## src/hdl/occupancy_detector_hysteresis_unit_defines.svh

```systemverilog
// Assertion macros shared by the occupancy detector RTL.
// Simulation builds get real checks; synthesis builds get empty bodies.
`ifndef OCCUPANCY_DETECTOR_HYSTERESIS_UNIT_DEFINES_SVH
`define OCCUPANCY_DETECTOR_HYSTERESIS_UNIT_DEFINES_SVH

`ifndef SYNTHESIS

// Checked property, disabled while reset is asserted (active low)
`define ODH_ASSERT(lbl, clk, rst_n, prop) \
    lbl: assert property (@(posedge clk) disable iff (!(rst_n)) (prop)) \
        else $error("odh assertion failed");

// Checked property that also holds during reset
`define ODH_ASSERT_ALWAYS(lbl, clk, prop) \
    lbl: assert property (@(posedge clk) (prop)) \
        else $error("odh assertion failed");

`else

`define ODH_ASSERT(lbl, clk, rst_n, prop)
`define ODH_ASSERT_ALWAYS(lbl, clk, prop)

`endif

`endif

```

## src/hdl/odh_pkg.sv

```systemverilog
// Package for the occupancy detector: widths, mode codes, register indexes,
// reset values and the state/config structs. No dependencies.
package odh_pkg;

    localparam int DIST_W  = 16;
    localparam int TIME_W  = 32;
    localparam int CFG_W   = 16;
    localparam int IDX_W   = 8;
    localparam int MODE_W  = 2;

    // Occupancy mode codes
    localparam logic [MODE_W-1:0] MODE_FREE     = 2'd0;
    localparam logic [MODE_W-1:0] MODE_OCCUPIED = 2'd1;
    localparam logic [MODE_W-1:0] MODE_ERROR    = 2'd2;

    // Configuration register indexes
    localparam logic [IDX_W-1:0] REG_OCC_THRESHOLD = 8'd0;
    localparam logic [IDX_W-1:0] REG_HYST_WIDTH    = 8'd1;
    localparam logic [IDX_W-1:0] REG_ENTRY_DELAY   = 8'd2;
    localparam logic [IDX_W-1:0] REG_EXIT_DELAY    = 8'd3;

    // Register reset values
    localparam logic [CFG_W-1:0] RST_OCC_THRESHOLD = 16'd1000;
    localparam logic [CFG_W-1:0] RST_HYST_WIDTH    = 16'd200;
    localparam logic [CFG_W-1:0] RST_ENTRY_DELAY   = 16'd2000;
    localparam logic [CFG_W-1:0] RST_EXIT_DELAY    = 16'd2000;

    // Invalid run length before the error mode is forced
    localparam logic [TIME_W-1:0] FAULT_HOLD_MS = 32'd500;

    typedef struct packed {
        logic [CFG_W-1:0] occ_threshold;
        logic [CFG_W-1:0] hyst_width;
        logic [CFG_W-1:0] entry_delay;
        logic [CFG_W-1:0] exit_delay;
    } t_cfg;

    typedef struct packed {
        logic [MODE_W-1:0] mode;
        logic              pending_on;
        logic [TIME_W-1:0] pending_start;
        logic              fault_on;
        logic [TIME_W-1:0] fault_start;
    } t_state;

endpackage

```

## src/hdl/occupancy_detector_hysteresis_unit.sv

```systemverilog
// Top level of the occupancy detector with hysteresis and debounce timers.
// Depends on odh_pkg, odh_step and occupancy_detector_hysteresis_unit_defines.svh.
//
// Channel | Direction | Handshake                 | Payload
// --------+-----------+---------------------------+----------------------------------
// in      | input     | i_in_valid / o_in_ready   | i_distance, i_reading_ok, i_time_ms
// out     | output    | o_out_valid / i_out_ready | o_occupancy
// cfg     | input     | i_cfg_valid / o_cfg_ready | i_cfg_index, i_cfg_data
//
// One word per cycle while the output is not stalled: a word is held in the
// input register, then the mode update runs combinationally into the output
// register. Throughput is one word per cycle unless the output stalls.
// A stalled output holds both registers; the input side keeps taking a word
// while the input register is empty. Synchronous active-low reset; no
// clearing pass. Config writes are always accepted.
module occupancy_detector_hysteresis_unit (
    input  logic                          i_clk,
    input  logic                          i_rst_n,
    input  logic                          i_in_valid,
    output logic                          o_in_ready,
    input  logic [odh_pkg::DIST_W-1:0]    i_distance,
    input  logic                          i_reading_ok,
    input  logic [odh_pkg::TIME_W-1:0]    i_time_ms,
    output logic                          o_out_valid,
    input  logic                          i_out_ready,
    output logic [odh_pkg::MODE_W-1:0]    o_occupancy,
    input  logic                          i_cfg_valid,
    output logic                          o_cfg_ready,
    input  logic [odh_pkg::IDX_W-1:0]     i_cfg_index,
    input  logic [odh_pkg::CFG_W-1:0]     i_cfg_data
);
    import odh_pkg::*;
    `include "occupancy_detector_hysteresis_unit_defines.svh"

    t_cfg              r_cfg;
    t_state            r_state;
    t_state            n_state;
    logic              r_in_valid;
    logic [DIST_W-1:0] r_in_distance;
    logic              r_in_ok;
    logic [TIME_W-1:0] r_in_time;
    logic              r_out_valid;
    logic [MODE_W-1:0] r_out_occupancy;
    logic              step;

    // Stage 2 fires when the output register is free or being drained
    assign step        = r_in_valid && (!r_out_valid || i_out_ready);
    assign o_in_ready  = !r_in_valid || step;
    assign o_cfg_ready = 1'b1;
    assign o_out_valid = r_out_valid;
    assign o_occupancy = r_out_occupancy;

    // Configuration registers
    always_ff @(posedge i_clk) begin
        if (!i_rst_n) begin
            r_cfg.occ_threshold <= RST_OCC_THRESHOLD;
            r_cfg.hyst_width    <= RST_HYST_WIDTH;
            r_cfg.entry_delay   <= RST_ENTRY_DELAY;
            r_cfg.exit_delay    <= RST_EXIT_DELAY;
        end else if (i_cfg_valid) begin
            case (i_cfg_index)
                REG_OCC_THRESHOLD: r_cfg.occ_threshold <= i_cfg_data;
                REG_HYST_WIDTH:    r_cfg.hyst_width    <= i_cfg_data;
                REG_ENTRY_DELAY:   r_cfg.entry_delay   <= i_cfg_data;
                REG_EXIT_DELAY:    r_cfg.exit_delay    <= i_cfg_data;
                default: begin
                end
            endcase
        end
    end

    // Input register
    always_ff @(posedge i_clk) begin
        if (!i_rst_n) begin
            r_in_valid <= 1'b0;
        end else if (o_in_ready) begin
            r_in_valid <= i_in_valid;
        end
    end

    always_ff @(posedge i_clk) begin
        if (o_in_ready && i_in_valid) begin
            r_in_distance <= i_distance;
            r_in_ok       <= i_reading_ok;
            r_in_time     <= i_time_ms;
        end
    end

    // Mode update logic
    odh_step u_step (
        .i_cfg        (r_cfg),
        .i_state      (r_state),
        .i_distance   (r_in_distance),
        .i_reading_ok (r_in_ok),
        .i_time_ms    (r_in_time),
        .o_state      (n_state)
    );

    // Detector state
    always_ff @(posedge i_clk) begin
        if (!i_rst_n) begin
            r_state.mode          <= MODE_ERROR;
            r_state.pending_on    <= 1'b0;
            r_state.pending_start <= '0;
            r_state.fault_on      <= 1'b0;
            r_state.fault_start   <= '0;
        end else if (step) begin
            r_state <= n_state;
        end
    end

    // Output register
    always_ff @(posedge i_clk) begin
        if (!i_rst_n) begin
            r_out_valid <= 1'b0;
        end else if (step) begin
            r_out_valid <= 1'b1;
        end else if (i_out_ready) begin
            r_out_valid <= 1'b0;
        end
    end

    always_ff @(posedge i_clk) begin
        if (step) begin
            r_out_occupancy <= n_state.mode;
        end
    end

    // Checks
    `ODH_ASSERT(a_mode_legal, i_clk, i_rst_n, r_state.mode == MODE_FREE || r_state.mode == MODE_OCCUPIED || r_state.mode == MODE_ERROR)
    `ODH_ASSERT(a_no_pending_in_error, i_clk, i_rst_n, r_state.pending_on |-> r_state.mode != MODE_ERROR)
    `ODH_ASSERT(a_bad_reading_cancels, i_clk, i_rst_n, (step && !r_in_ok) |=> !r_state.pending_on)
    `ODH_ASSERT(a_error_exit, i_clk, i_rst_n, (step && r_in_ok && r_state.mode == MODE_ERROR) |=> r_state.mode != MODE_ERROR)

endmodule

```

## src/hdl/odh_step.sv

```systemverilog
// Next-state logic of the occupancy detector for one reading.
// Purely combinational; uses odh_pkg types and constants.
module odh_step (
    input  odh_pkg::t_cfg                 i_cfg,
    input  odh_pkg::t_state               i_state,
    input  logic [odh_pkg::DIST_W-1:0]    i_distance,
    input  logic                          i_reading_ok,
    input  logic [odh_pkg::TIME_W-1:0]    i_time_ms,
    output odh_pkg::t_state               o_state
);
    import odh_pkg::*;

    logic [DIST_W:0]   free_thr;
    logic              occ_cond;
    logic              free_cond;
    logic [TIME_W-1:0] fault_base;
    logic [TIME_W-1:0] fault_elapsed;
    logic [TIME_W-1:0] pend_base;
    logic [TIME_W-1:0] pend_elapsed;

    // Thresholds, 17-bit free threshold never wraps
    assign free_thr  = {1'b0, i_cfg.occ_threshold} + {1'b0, i_cfg.hyst_width};
    assign occ_cond  = i_distance <= i_cfg.occ_threshold;
    assign free_cond = {1'b0, i_distance} > free_thr;

    // Timer origins: a timer that is not running starts now
    assign fault_base    = i_state.fault_on ? i_state.fault_start : i_time_ms;
    assign fault_elapsed = i_time_ms - fault_base;
    assign pend_base     = i_state.pending_on ? i_state.pending_start : i_time_ms;
    assign pend_elapsed  = i_time_ms - pend_base;

    // Mode update
    always_comb begin
        o_state = i_state;
        if (!i_reading_ok) begin
            o_state.pending_on  = 1'b0;
            o_state.fault_on    = 1'b1;
            o_state.fault_start = fault_base;
            if (fault_elapsed >= FAULT_HOLD_MS) begin
                o_state.mode = MODE_ERROR;
            end
        end else begin
            o_state.fault_on = 1'b0;
            case (i_state.mode)
                MODE_ERROR: begin
                    o_state.mode       = occ_cond ? MODE_OCCUPIED : MODE_FREE;
                    o_state.pending_on = 1'b0;
                end
                MODE_FREE: begin
                    if (occ_cond) begin
                        o_state.pending_start = pend_base;
                        o_state.pending_on    = 1'b1;
                        if (pend_elapsed >= {{(TIME_W-CFG_W){1'b0}}, i_cfg.entry_delay}) begin
                            o_state.mode       = MODE_OCCUPIED;
                            o_state.pending_on = 1'b0;
                        end
                    end else begin
                        o_state.pending_on = 1'b0;
                    end
                end
                MODE_OCCUPIED: begin
                    if (free_cond) begin
                        o_state.pending_start = pend_base;
                        o_state.pending_on    = 1'b1;
                        if (pend_elapsed >= {{(TIME_W-CFG_W){1'b0}}, i_cfg.exit_delay}) begin
                            o_state.mode       = MODE_FREE;
                            o_state.pending_on = 1'b0;
                        end
                    end else begin
                        o_state.pending_on = 1'b0;
                    end
                end
                default: begin
                    // unused code: mode held, only the fault run ends
                end
            endcase
        end
    end

endmodule

```

## config.mk

```make
export PLATFORM = sky130hd
export DESIGN_NAME = occupancy_detector_hysteresis_unit
export DESIGN_NICKNAME = d
export VERILOG_FILES = /design/src/hdl/odh_pkg.sv /design/src/hdl/occupancy_detector_hysteresis_unit.sv /design/src/hdl/odh_step.sv
export VERILOG_INCLUDE_DIRS = /design/src /design/src/hdl
export SDC_FILE = /design/constraint.sdc
export NUM_CORES = 1
export LEC_CHECK = 0
export ABC_AREA = 1
export BUFFER_PORTS_ARGS = -buffer_cell sky130_fd_sc_hd__buf_4
export CAP_MARGIN = 30
export CORE_MARGIN = 3
export CORE_UTILIZATION = 49
export DETAILED_ROUTE_END_ITERATION = 12
export GPL_TIMING_DRIVEN = 0
export PLACE_DENSITY = 0.69
export SLEW_MARGIN = 20
export SYNTH_ARGS = -nofsm -noshare
export SYNTH_HDL_FRONTEND = slang
export SYNTH_SLANG_ARGS = --single-unit
```

## constraint.sdc

```tcl
create_clock -name i_clk -period 3.44 [get_ports i_clk]
set_clock_uncertainty 0.05 [all_clocks]
set_input_delay 0.344 -clock i_clk [delete_from_list [all_inputs] [get_ports i_clk]]
set_output_delay 0.344 -clock i_clk [all_outputs]
set_load 0.02 [all_outputs]
```

==> results of run 1 <==
## what timing repair did
| item | 4_1_cts | 5_1_grt |
|---|---|---|
| setup buffers | 20 | 18 |
| gates cloned | 4 | 2 |
| pin swaps | 28 | 59 |
| gates resized for setup | 129 | 159 |
| hold buffers | 0 | 1 |
| setup endpoints to repair | 37 | 37 |
| endpoints found under the hold margin | 0 | 1 |
## registers in the layout (all words and copies together), names as in the netlist
register,cells
r_in_distance,16
r_in_valid,1
r_cfg,64
r_state,68
o_out_valid,1
o_occupancy,2
r_in_time,32
r_in_ok,1
## cell usage in the layout, fill, tap and decap left out, drive strengths merged, types with 21 or more instances in the layout
cell,instances
nand2,467
inv,356
a21oi,206
nor2,192
o21ai,156
ha,148
dfxtp,134
buf,133
nand3,68
clkbuf,56
edfxtp,51
xor2,37
mux2i,29
o211ai,21
## per-stage QoR
stage	cell area (sq um)	util
after floorplan	13880	-
after global routing	16990	0.6200
after global placement	14940	0.5453
final	16990	0.6200
after detailed placement	14960	0.5460
after CTS	16150	0.5894
## layer usage
metal	up-vias	track usage
met5	-	0
met4	0	0.06334
met3	53	0.03102
met2	350	0.4100
met1	6240	0.3597
li1	6803	-
## cell families after synthesis
logic type | synth area share
simple gates | 0.2327
compound gates | 0.1635
buf+inv | 0.1081
flops | 0.3038
fa+ha+maj | 0.1378
xor+xnor | 0.03284
mux | 0.02093
other cells | 0.0002704
## where the power goes
part | internal (mW) | total [mW] | switching, mW
clock network | 0.979 | 2.01 | 1.03
logic | 0.839 | 2.14 | 1.30
registers | 2.30 | 2.37 | 0.0733
total | 4.12 | 6.52 | 2.40
## critical path: cells and delay by family, from the launching register on
| kind | cells | cell delay [ns] |
|---|---|---|
| AND/OR/NAND/NOR | 9 | 0.79 |
| adder cells (fa/ha/maj) | 2 | 0.56 |
| flip-flops | 1 | 0.34 |
| XOR/XNOR | 1 | 0.14 |
| buffers and inverters | 2 | 0.32 |
| AO/OA/AOI/OAI | 11 | 1.41 |
## final cells by class
cell class	count	share of cell area
Buffer	47	0.01871
Clock buffer	18	0.02526
Clock inverter	14	0.008838
Inverter	348	0.07704
Multi-Input combinational cell	1429	0.5313
Sequential cell	185	0.2494
Tap cell	372	0.02740
Timing Repair Buffer	125	0.06209
## worst paths after layout
check | start | endpoint | slack (ns) | depth (start not counted)
worst max-delay path | r_cfg[50]$_SDFFE_PN0P_ | r_state[38]$_SDFFE_PN0P_ | -0.31 | 25
worst min register to register | r_state[41]$_SDFFE_PN0P_ | r_state[41]$_SDFFE_PN0P_ | 0.41 | 2
worst min-delay path | i_distance[4] | r_in_distance[4]$_DFFE_PP_ | 0.02 | 1
worst max register to register | r_cfg[50]$_SDFFE_PN0P_ | r_state[38]$_SDFFE_PN0P_ | -0.31 | 25
==> flow_summary.toml, run 1 <==
[placed_design]
gp_congestion = 0.9098
place_inst = 2463
dp_slack_ns = -1.110
port_buffers = 80
hpwl_mm = 30.60

[drt]
drt-wirelength-per-cell_um = 15.75
viasPerCell = 5.298
ant_nets = 0
dr.pass1.iters = 5
wl_met1_mm = 18.78
drc = 0
route.vias.total = 13450
top_layer = "met4"
met2_wirelength_mm = 18.20
wl_met3_mm = 2.186
drtIter0Drc = 1050
wl_mm = 39.96

[floorplan]
io_pins = 83
die_area_sq_um = 30360
initial_core_util = 0.5062
die_w_um = 174.2
row_count = 60
die_h_um = 174.2
core_area_sq_um = 27400

[timing]
rsz0062_at_grt = "yes"
fmax_mhz = 267.0
hold_viol = 0
hold_ws_ns = 0.02036
postLayoutSetupSlackWorst_ns = -0.3051
slew_viol_final = 0
tightestPinTransition_ns = 0.8398
final-setup-viol-count = 37
timing.final.crit_share = 1.089
relSlewSlack = 0.4402
min_period_ns = 3.745
final.setup.tns_ns = -9.563

[synth]
syn-num-nets = 2239
synth-async-reset-ratio = 0
synth_warnings = 0
netlist.area_leader.share = 0.1934
yosys.area.top_type = "dfxtp_1"
synth_seq_cells = 185
seq_area_frac_synth = 0.3038
synth-main-ff-cell = "dfxtp_1"
synth.distinct_cells = 55
synth_edf_count = 51
synthMostInstantiatedCell = "nand2_1"
syn_inst = 2010
synth_common_cells = "nand2_1, inv_1, a21oi_1"
synthTopCellsByArea = "dfxtp_1, ha_1, nand2_1"
avgSynthCellArea_sq_um = 6.900
mappedNetlistArea_sq_um = 13870

[setup_path]
cpPeakStageDelay_ns = 0.34
crit_slowest_cell = "dfxtp_2"
crit_path_frequent_cell = "a21oi_2"
worstSetupStartpointType = "flip-flop"
path_max_fanout = 8
path_class = "flip-flop to flip-flop"
cp_data_arrival_time_ns = 4.03
endpoint_kind = "flip-flop"
required_ns = 3.72

[power_and_ir_drop]
powerDensity_nw_per_um2 = 383.7
max-vdd-ir-drop_mv = 0.3580
p_total_mw = 6.518
p_leak_nw = 8.037

[outcome]
failed_checks = "negative setup slack"
status = "complete, but fails checks"

[clock_tree]
clkSlewWorstSetupHoldPaths_ns = 0.08
clock_latency_ns = 0.45
numCtsBuffers = 17
clk_path_buf_depth = 2
cts.sinks = 185
cts_root_buf = "clkbuf_16"
htreeDepth = 4
cts_tree = "built"

[final_layout]
drive_gt1_frac = 0.1722
layout.nets = 2382
final.fill_count = 2414
area_growth_pct = 22.48
seqCellArea_sq_um = 4237
multi_input_area_sq_um = 9025
final_cells = 2538
diodes = 0

[global_route]
grtUsageTotal = 0.2532
grt_max_degree = 34
grt_pass1_vias = 12650
grt_overflow = 0
grt_pass1_wl_mm = 62.57
antenna_found_initial = 0

[hold_path]
min_path_type = "primary input to flip-flop"

[flow_run]
drv_cap = 0
Note: power is estimated with default switching activity, not from simulation.
==> inputs of run 2 (changes only) <==
Settings changed: ABC_AREA 1 to not set.
==> run 2 against run 1 <==
The run still ends with negative setup slack left. Sequential cell count unchanged. Cell count decreased by 23%. Combinational power fell by 34%. Die area shrank 4.1%. Register-to-register slack lost 1.2 ns. Hold slack better by 0.0085 ns. Setup slack lost 1.2 ns. Clock power up 4%. Total power is 9.8% lower. Sequential share of layout area is 2.3 points higher. Largest power group unchanged.
==> flow_summary.toml, run 2 <==
[setup_path]
reg2reg_from = "r_cfg[33]$_SDFFE_PN0P_"
path_max_fanout = 8
path_class = "flip-flop to flip-flop"
ff2ff_setup_slack_ns = -1.48
critPathCapture = "r_state[42]$_SDFFE_PN0P_"
worstSetupStartpointType = "flip-flop"
cp_data_arrival_time_ns = 5.19
crit_path_start = "r_cfg[33]$_SDFFE_PN0P_"
endpoint_kind = "flip-flop"
required_ns = 3.71
ff2ff_path_depth = 24
rr_endpoint = "r_state[42]$_SDFFE_PN0P_"

[final_layout]
layout.nets = 1832
final_util = 0.5876
top_regs = "r_state (68), r_cfg (64), r_in_time (32)"
area_growth_pct = 16.67
diodes = 0
largest_register_ffs = 68
final_common_cell = "nand2_1"
largest_register = "r_state"
mostFrequentLayoutCells = "nand2_1, ha_1, dfxtp_1"
drive_gt1_frac = 0.1467

[clock_tree]
cts.sinks = 185
numCtsBuffers = 17
clkSlewWorstSetupHoldPaths_ns = 0.08
clk_path_buf_depth = 2
htreeDepth = 4
clock_latency_ns = 0.43
cts_tree = "built"
cts_root_buf = "clkbuf_16"
cts_hold_buf = 0

[synth]
seq_area_frac_synth = 0.3175
netlist.area_leader.share = 0.2021
synth_edf_count = 51
synth_common_cells = "nand2_1, ha_1, dfxtp_1"
synth-main-ff-cell = "dfxtp_1"
synth-async-reset-ratio = 0
synthTopCellsByArea = "dfxtp_1, ha_1, edfxtp_1"
synth.distinct_cells = 88
yosys.area.top_type = "dfxtp_1"
synth_warnings = 0
mappedNetlistArea_sq_um = 13270
avgSynthCellArea_sq_um = 8.927
syn-num-nets = 1716
syn_inst = 1487
synthMostInstantiatedCell = "nand2_1"
synth_seq_cells = 185

[global_route]
grt_max_degree = 50
antenna_found_initial = 0
grtUsageTotal = 0.2347
grt_pass1_wl_mm = 55.17
grt_pass1_vias = 11080
grt_overflow = 0

[placed_design]
gp_congestion = 0.8795
port_buffers = 80
dp_slack_ns = -1.587
hpwl_mm = 26.40

[timing]
timing.final.crit_share = 1.431
relSlewSlack = 0.4447
slew_viol_final = 0
tightestPinTransition_ns = 0.8329
hold_viol = 0
postLayoutSetupSlackWorst_ns = -1.483
final-setup-viol-count = 37
min_period_ns = 4.923
hold_ws_ns = 0.02890
fmax_mhz = 203.1
rsz0062_at_grt = "yes"

[floorplan]
row_count = 59
io_pins = 83
initial_core_util = 0.5037
die_w_um = 170.6
die_area_sq_um = 29100
die_h_um = 170.6
core_area_sq_um = 26350

[power_and_ir_drop]
powerDensity_nw_per_um2 = 379.5
max-vdd-ir-drop_mv = 0.3616
p_leak_nw = 6.908

[drt]
ant_nets = 0
drtIter0Drc = 696
drt-wirelength-per-cell_um = 17.69
viasPerCell = 5.876
wl_mm = 34.52
dr.pass1.iters = 5
route.vias.total = 11460
drc = 0

[flow_run]
drv_cap = 0

[outcome]
status = "complete, but fails checks"
failed_checks = "negative setup slack"

[hold_path]
min_path_type = "primary input to flip-flop"
worstHoldPathCells = 1
-- run 2: cell count changes in the layout (fill, tap and decap cells not counted), moves of 28 or more --
| cell | before | now |
|---|---|---|
| nand2_1 | 433 | 193 |
| nand2_2 | 31 | 3 |
| o21ai_2 | 38 | 3 |
| nor2_1 | 175 | 52 |
| a21oi_1 | 176 | 77 |
| nand3_1 | 56 | 23 |
| o211a_1 | 0 | 62 |
| o21ai_0 | 99 | 59 |
| mux2i_1 | 28 | 91 |
| nor2b_1 | 0 | 49 |
| a21o_1 | 2 | 30 |
| inv_1 | 341 | 70 |
-- run 2: kinds of logic after synthesis --
| group | share of synthesized area |
|---|---|
| compound gates | 0.2278 |
| xor+xnor | 0.03101 |
| fa+ha+maj | 0.1440 |
| buf+inv | 0.04374 |
| flops | 0.3175 |
| mux | 0.07201 |
| other cells | 0.0002825 |
| simple gates | 0.1636 |
-- run 2: layout make-up --
class | count | area (sq um)
timing repair buffer | 98 | 755.7
tap | 335 | 419.2
inverter | 70 | 262.8
fill | 2278 | 10870
buffer | 71 | 426.7
sequential | 185 | 4222
multi-input combinational | 1160 | 8786
clock buffer | 17 | 425.4
clock inverter | 15 | 188.9
-- run 2: how the worst min path moves through the flow --
stage,to,start
after global placement,r_cfg[5]$_SDFFE_PN0P_,r_cfg[5]$_SDFFE_PN0P_
after global routing,r_in_distance[3]$_DFFE_PP_,i_distance[3]
after detailed placement,r_cfg[21]$_SDFFE_PN0P_,r_cfg[21]$_SDFFE_PN0P_
final,r_in_distance[1]$_DFFE_PP_,i_distance[1]
after CTS,r_in_distance[4]$_DFFE_PP_,i_distance[4]
after floorplan,r_in_distance[0]$_DFFE_PP_,i_distance[0]
-- run 2: where the power goes --
group          internal (mW)  switching [mW]
sequential              2.31          0.0678
clock                   1.16           0.923
combinational          0.599           0.818
-- run 2: what timing repair did --
item                                   4_1_cts  5_1_grt
pin swaps                                   14       20
setup endpoints to repair                   37       43
gates cloned                                 0        1
setup buffers                               15        4
endpoints found under the hold margin        0        0
gates resized for setup                     33       23
-- run 2: through the flow --
| stage | area, sq um | setup TNS, ns | total power [mW] | instances |
|---|---|---|---|---|
| floorplan | 13460 | -28.63 | 3.405 | 1487 |
| global placement | 14480 | -55.01 | 3.753 | 1902 |
| detailed placement | 14480 | -55.16 | 3.785 | 1902 |
| CTS | 15390 | -45.16 | 5.899 | 1948 |
| global route | 15490 | -60.08 | 6.175 | 1951 |
| finish | 15490 | -52.45 | 5.877 | 1951 |
-- run 2: routing by layer --
layer | GRT usage | part of all wire | vias to the layer above
met1 | 0.3047 | 0.46 | 5451
li1 | - | - | 5714
met3 | 0.03142 | 0.043 | 42
met2 | 0.4053 | 0.48 | 257
met5 | 0 | 0 | -
met4 | 0.07478 | 0.021 | 0
-- run 2: worst max-delay path: stages, from the launching register on --
cell       delay (ns)
dfxtp_2          0.34
ha_4             0.22
a21o_1           0.16
a21oi_2          0.18
o21bai_1         0.12
a21oi_2          0.19
nor2b_1          0.07
o21a_1           0.18
o31a_1           0.35
o41ai_4          0.35
o2111ai_2        0.16
a21oi_2          0.17
xor2_1           0.21
ha_1             0.28
nand4_1          0.12
o41ai_2          0.10
nor3_1           0.24
o21ai_1          0.10
a21o_1           0.21
a221o_1          0.38
nor2_4           0.12
buf_12           0.16
clkbuf_16        0.16
nand2_4          0.05
o211a_1          0.13
==> inputs of run 3 (changes only) <==
Settings changed: CORE_UTILIZATION 49 to 56, PLACE_DENSITY 0.69 to 0.77.
==> run 3 against run 2 <==
The run still ends with negative setup slack left. Via count up 3.0%. Clock power down 3%. Global-route usage up 4.0 points.
==> flow_summary.toml, run 3 (synthesized netlist as in run 2, its figures left out) <==
[outcome]
status = "complete, but fails checks"
failed_checks = "negative setup slack"

[clock_tree]
numCtsBuffers = 17
clock_latency_ns = 0.44
cts_hold_buf = 0
cts.sinks = 185
clk_path_buf_depth = 2
cts_root_buf = "clkbuf_16"
cts_tree = "built"
clkSlewWorstSetupHoldPaths_ns = 0.08
htreeDepth = 4

[final_layout]
final_common_cell = "nand2_1"
largest_register = "r_state"
final_util = 0.6883
final.fill_count = 1817
seqCellArea_sq_um = 4228
mostFrequentLayoutCells = "nand2_1, ha_1, dfxtp_1"
largest_register_ffs = 68
drive_gt1_frac = 0.1672
multi_input_area_sq_um = 8921
area_growth_pct = 19.18
layout.nets = 1849
diodes = 0
top_regs = "r_state (68), r_cfg (64), r_in_time (32)"

[floorplan]
die_area_sq_um = 25590
die_h_um = 160.0
row_count = 55
core_area_sq_um = 22980
initial_core_util = 0.5775
io_pins = 83
die_w_um = 160.0

[setup_path]
required_ns = 3.71
cp_data_arrival_time_ns = 5.04
worstSetupStartpointType = "flip-flop"
worst-path-buf-inv = 2
ff2ff_setup_slack_ns = -1.33
crit_slowest_cell = "a221o_1"
path_class = "flip-flop to flip-flop"
cpPeakStageDelay_ns = 0.39
path_cells = "ha_4, a21o_1, a21oi_2, o21bai_1, a21oi_2, nor2b_1, o21a_1, o31a_1, o41ai_4, o2111ai_1, a21oi_1, xor2_1, ha_1, nand4_1, o41ai_2, nor3_2, o21ai_1, a21o_1, a221o_1, nor2_4, buf_12, clkbuf_16, nand2_1, o211a_1"
path_delay_family = "compound AO/OA/AOI/OAI gates"
path_max_fanout = 10
endpoint_kind = "flip-flop"

[placed_design]
hpwl_mm = 26.22
gp_congestion = 0.9494
dp_slack_ns = -1.703
port_buffers = 80

[global_route]
grt_max_degree = 50
grt_overflow = 0
antenna_found_initial = 0
grt_pass1_vias = 11680
grt_pass1_wl_mm = 57.70
grtUsageTotal = 0.2743

[timing]
min_period_ns = 4.770
hold_viol = 0
timing.final.crit_share = 1.387
relSlewSlack = 0.4498
fmax_mhz = 209.6
postLayoutSetupSlackWorst_ns = -1.330
tightestPinTransition_ns = 0.8252
final-setup-viol-count = 37
slew_viol_final = 0
hold_ws_ns = 0.02562
rsz0062_at_grt = "yes"

[power_and_ir_drop]
p_leak_nw = 7.036
powerDensity_nw_per_um2 = 371.4
max-vdd-ir-drop_mv = 0.2839

[drt]
wl_mm = 35.69
dr.pass1.iters = 5
drtIter0Drc = 882
route.vias.total = 11800
drc = 0
drt-wirelength-per-cell_um = 18.34
ant_nets = 0
viasPerCell = 6.066

[flow_run]
drv_cap = 0

[hold_path]
min_path_type = "primary input to flip-flop"
[run 3: changes by cell type in the layout (fill, tap and decap cells not counted), sizes merged]
cell,change
clkbuf,+7
bufinv,-1
inv,-2
clkinvlp,-1
buf,+14
[run 3: final timing paths]
check                          endpoint  cells past startpoint                   start
max            r_state[44]$_SDFFE_PN0P_                     24  r_cfg[33]$_SDFFE_PN0P_
min          r_in_distance[5]$_DFFE_PP_                      1           i_distance[5]
max reg2reg    r_state[44]$_SDFFE_PN0P_                     24  r_cfg[33]$_SDFFE_PN0P_
min reg2reg      r_cfg[12]$_SDFFE_PN0P_                      2  r_cfg[12]$_SDFFE_PN0P_
[run 3: per-stage QoR]
stage          power (mW)  setup TNS [ns]  cell area (sq um)  instances
5_1_grt             6.158          -54.23              15820       1946
4_1_cts             5.867          -41.02              15730       1942
3_3_place_gp        3.745          -53.99              14450       1880
6_report            5.876          -46.45              15820       1946
2_1_floorplan       3.405          -28.63              13460       1487
3_5_place_dp        3.775          -57.33              14460       1880
[run 3: area by class of cell]
cell class / count / area share
multi-input cells: 1160 / 0.5639
flip-flops and latches: 185 / 0.2672
repair buffers: 116 / 0.05773
plain buffers: 70 / 0.03164
clock buffers: 21 / 0.02974
well taps: 313 / 0.02475
inverters: 70 / 0.01661
clock inverters: 11 / 0.008383
[run 3: timing repair]
item                       4_1_cts  5_1_grt
buffers inserted                28        4
setup endpoints to repair       37       43
cloned                           4        0
pin swaps                       46       10
gates resized for setup         76       16
[run 3: worst register-to-register path, delay by kind of cell (launching register included)]
kind                       cells  cell delay (ns)
buffers and inverters          2             0.35
and+or+nand+nor                5             0.52
xor gates and xnor gates       1             0.19
AOI/OAI and AO/OA             14             2.70
DFF                            1             0.34
adders and majority gates      2             0.50
[run 3: metal layers]
layer  routed length, um  share of wire  track usage
met5                   0              0            0
met4                1233          0.035       0.1045
met3                1765          0.049      0.04021
met2               17020           0.48       0.4673
met1               15670           0.44       0.3526
[run 3: power breakdown]
group          total (mW)  switching, mW  internal, mW
clock network        2.03          0.887          1.14
logic                1.47          0.838         0.632
registers            2.38         0.0712          2.31
total                5.88           1.80          4.08
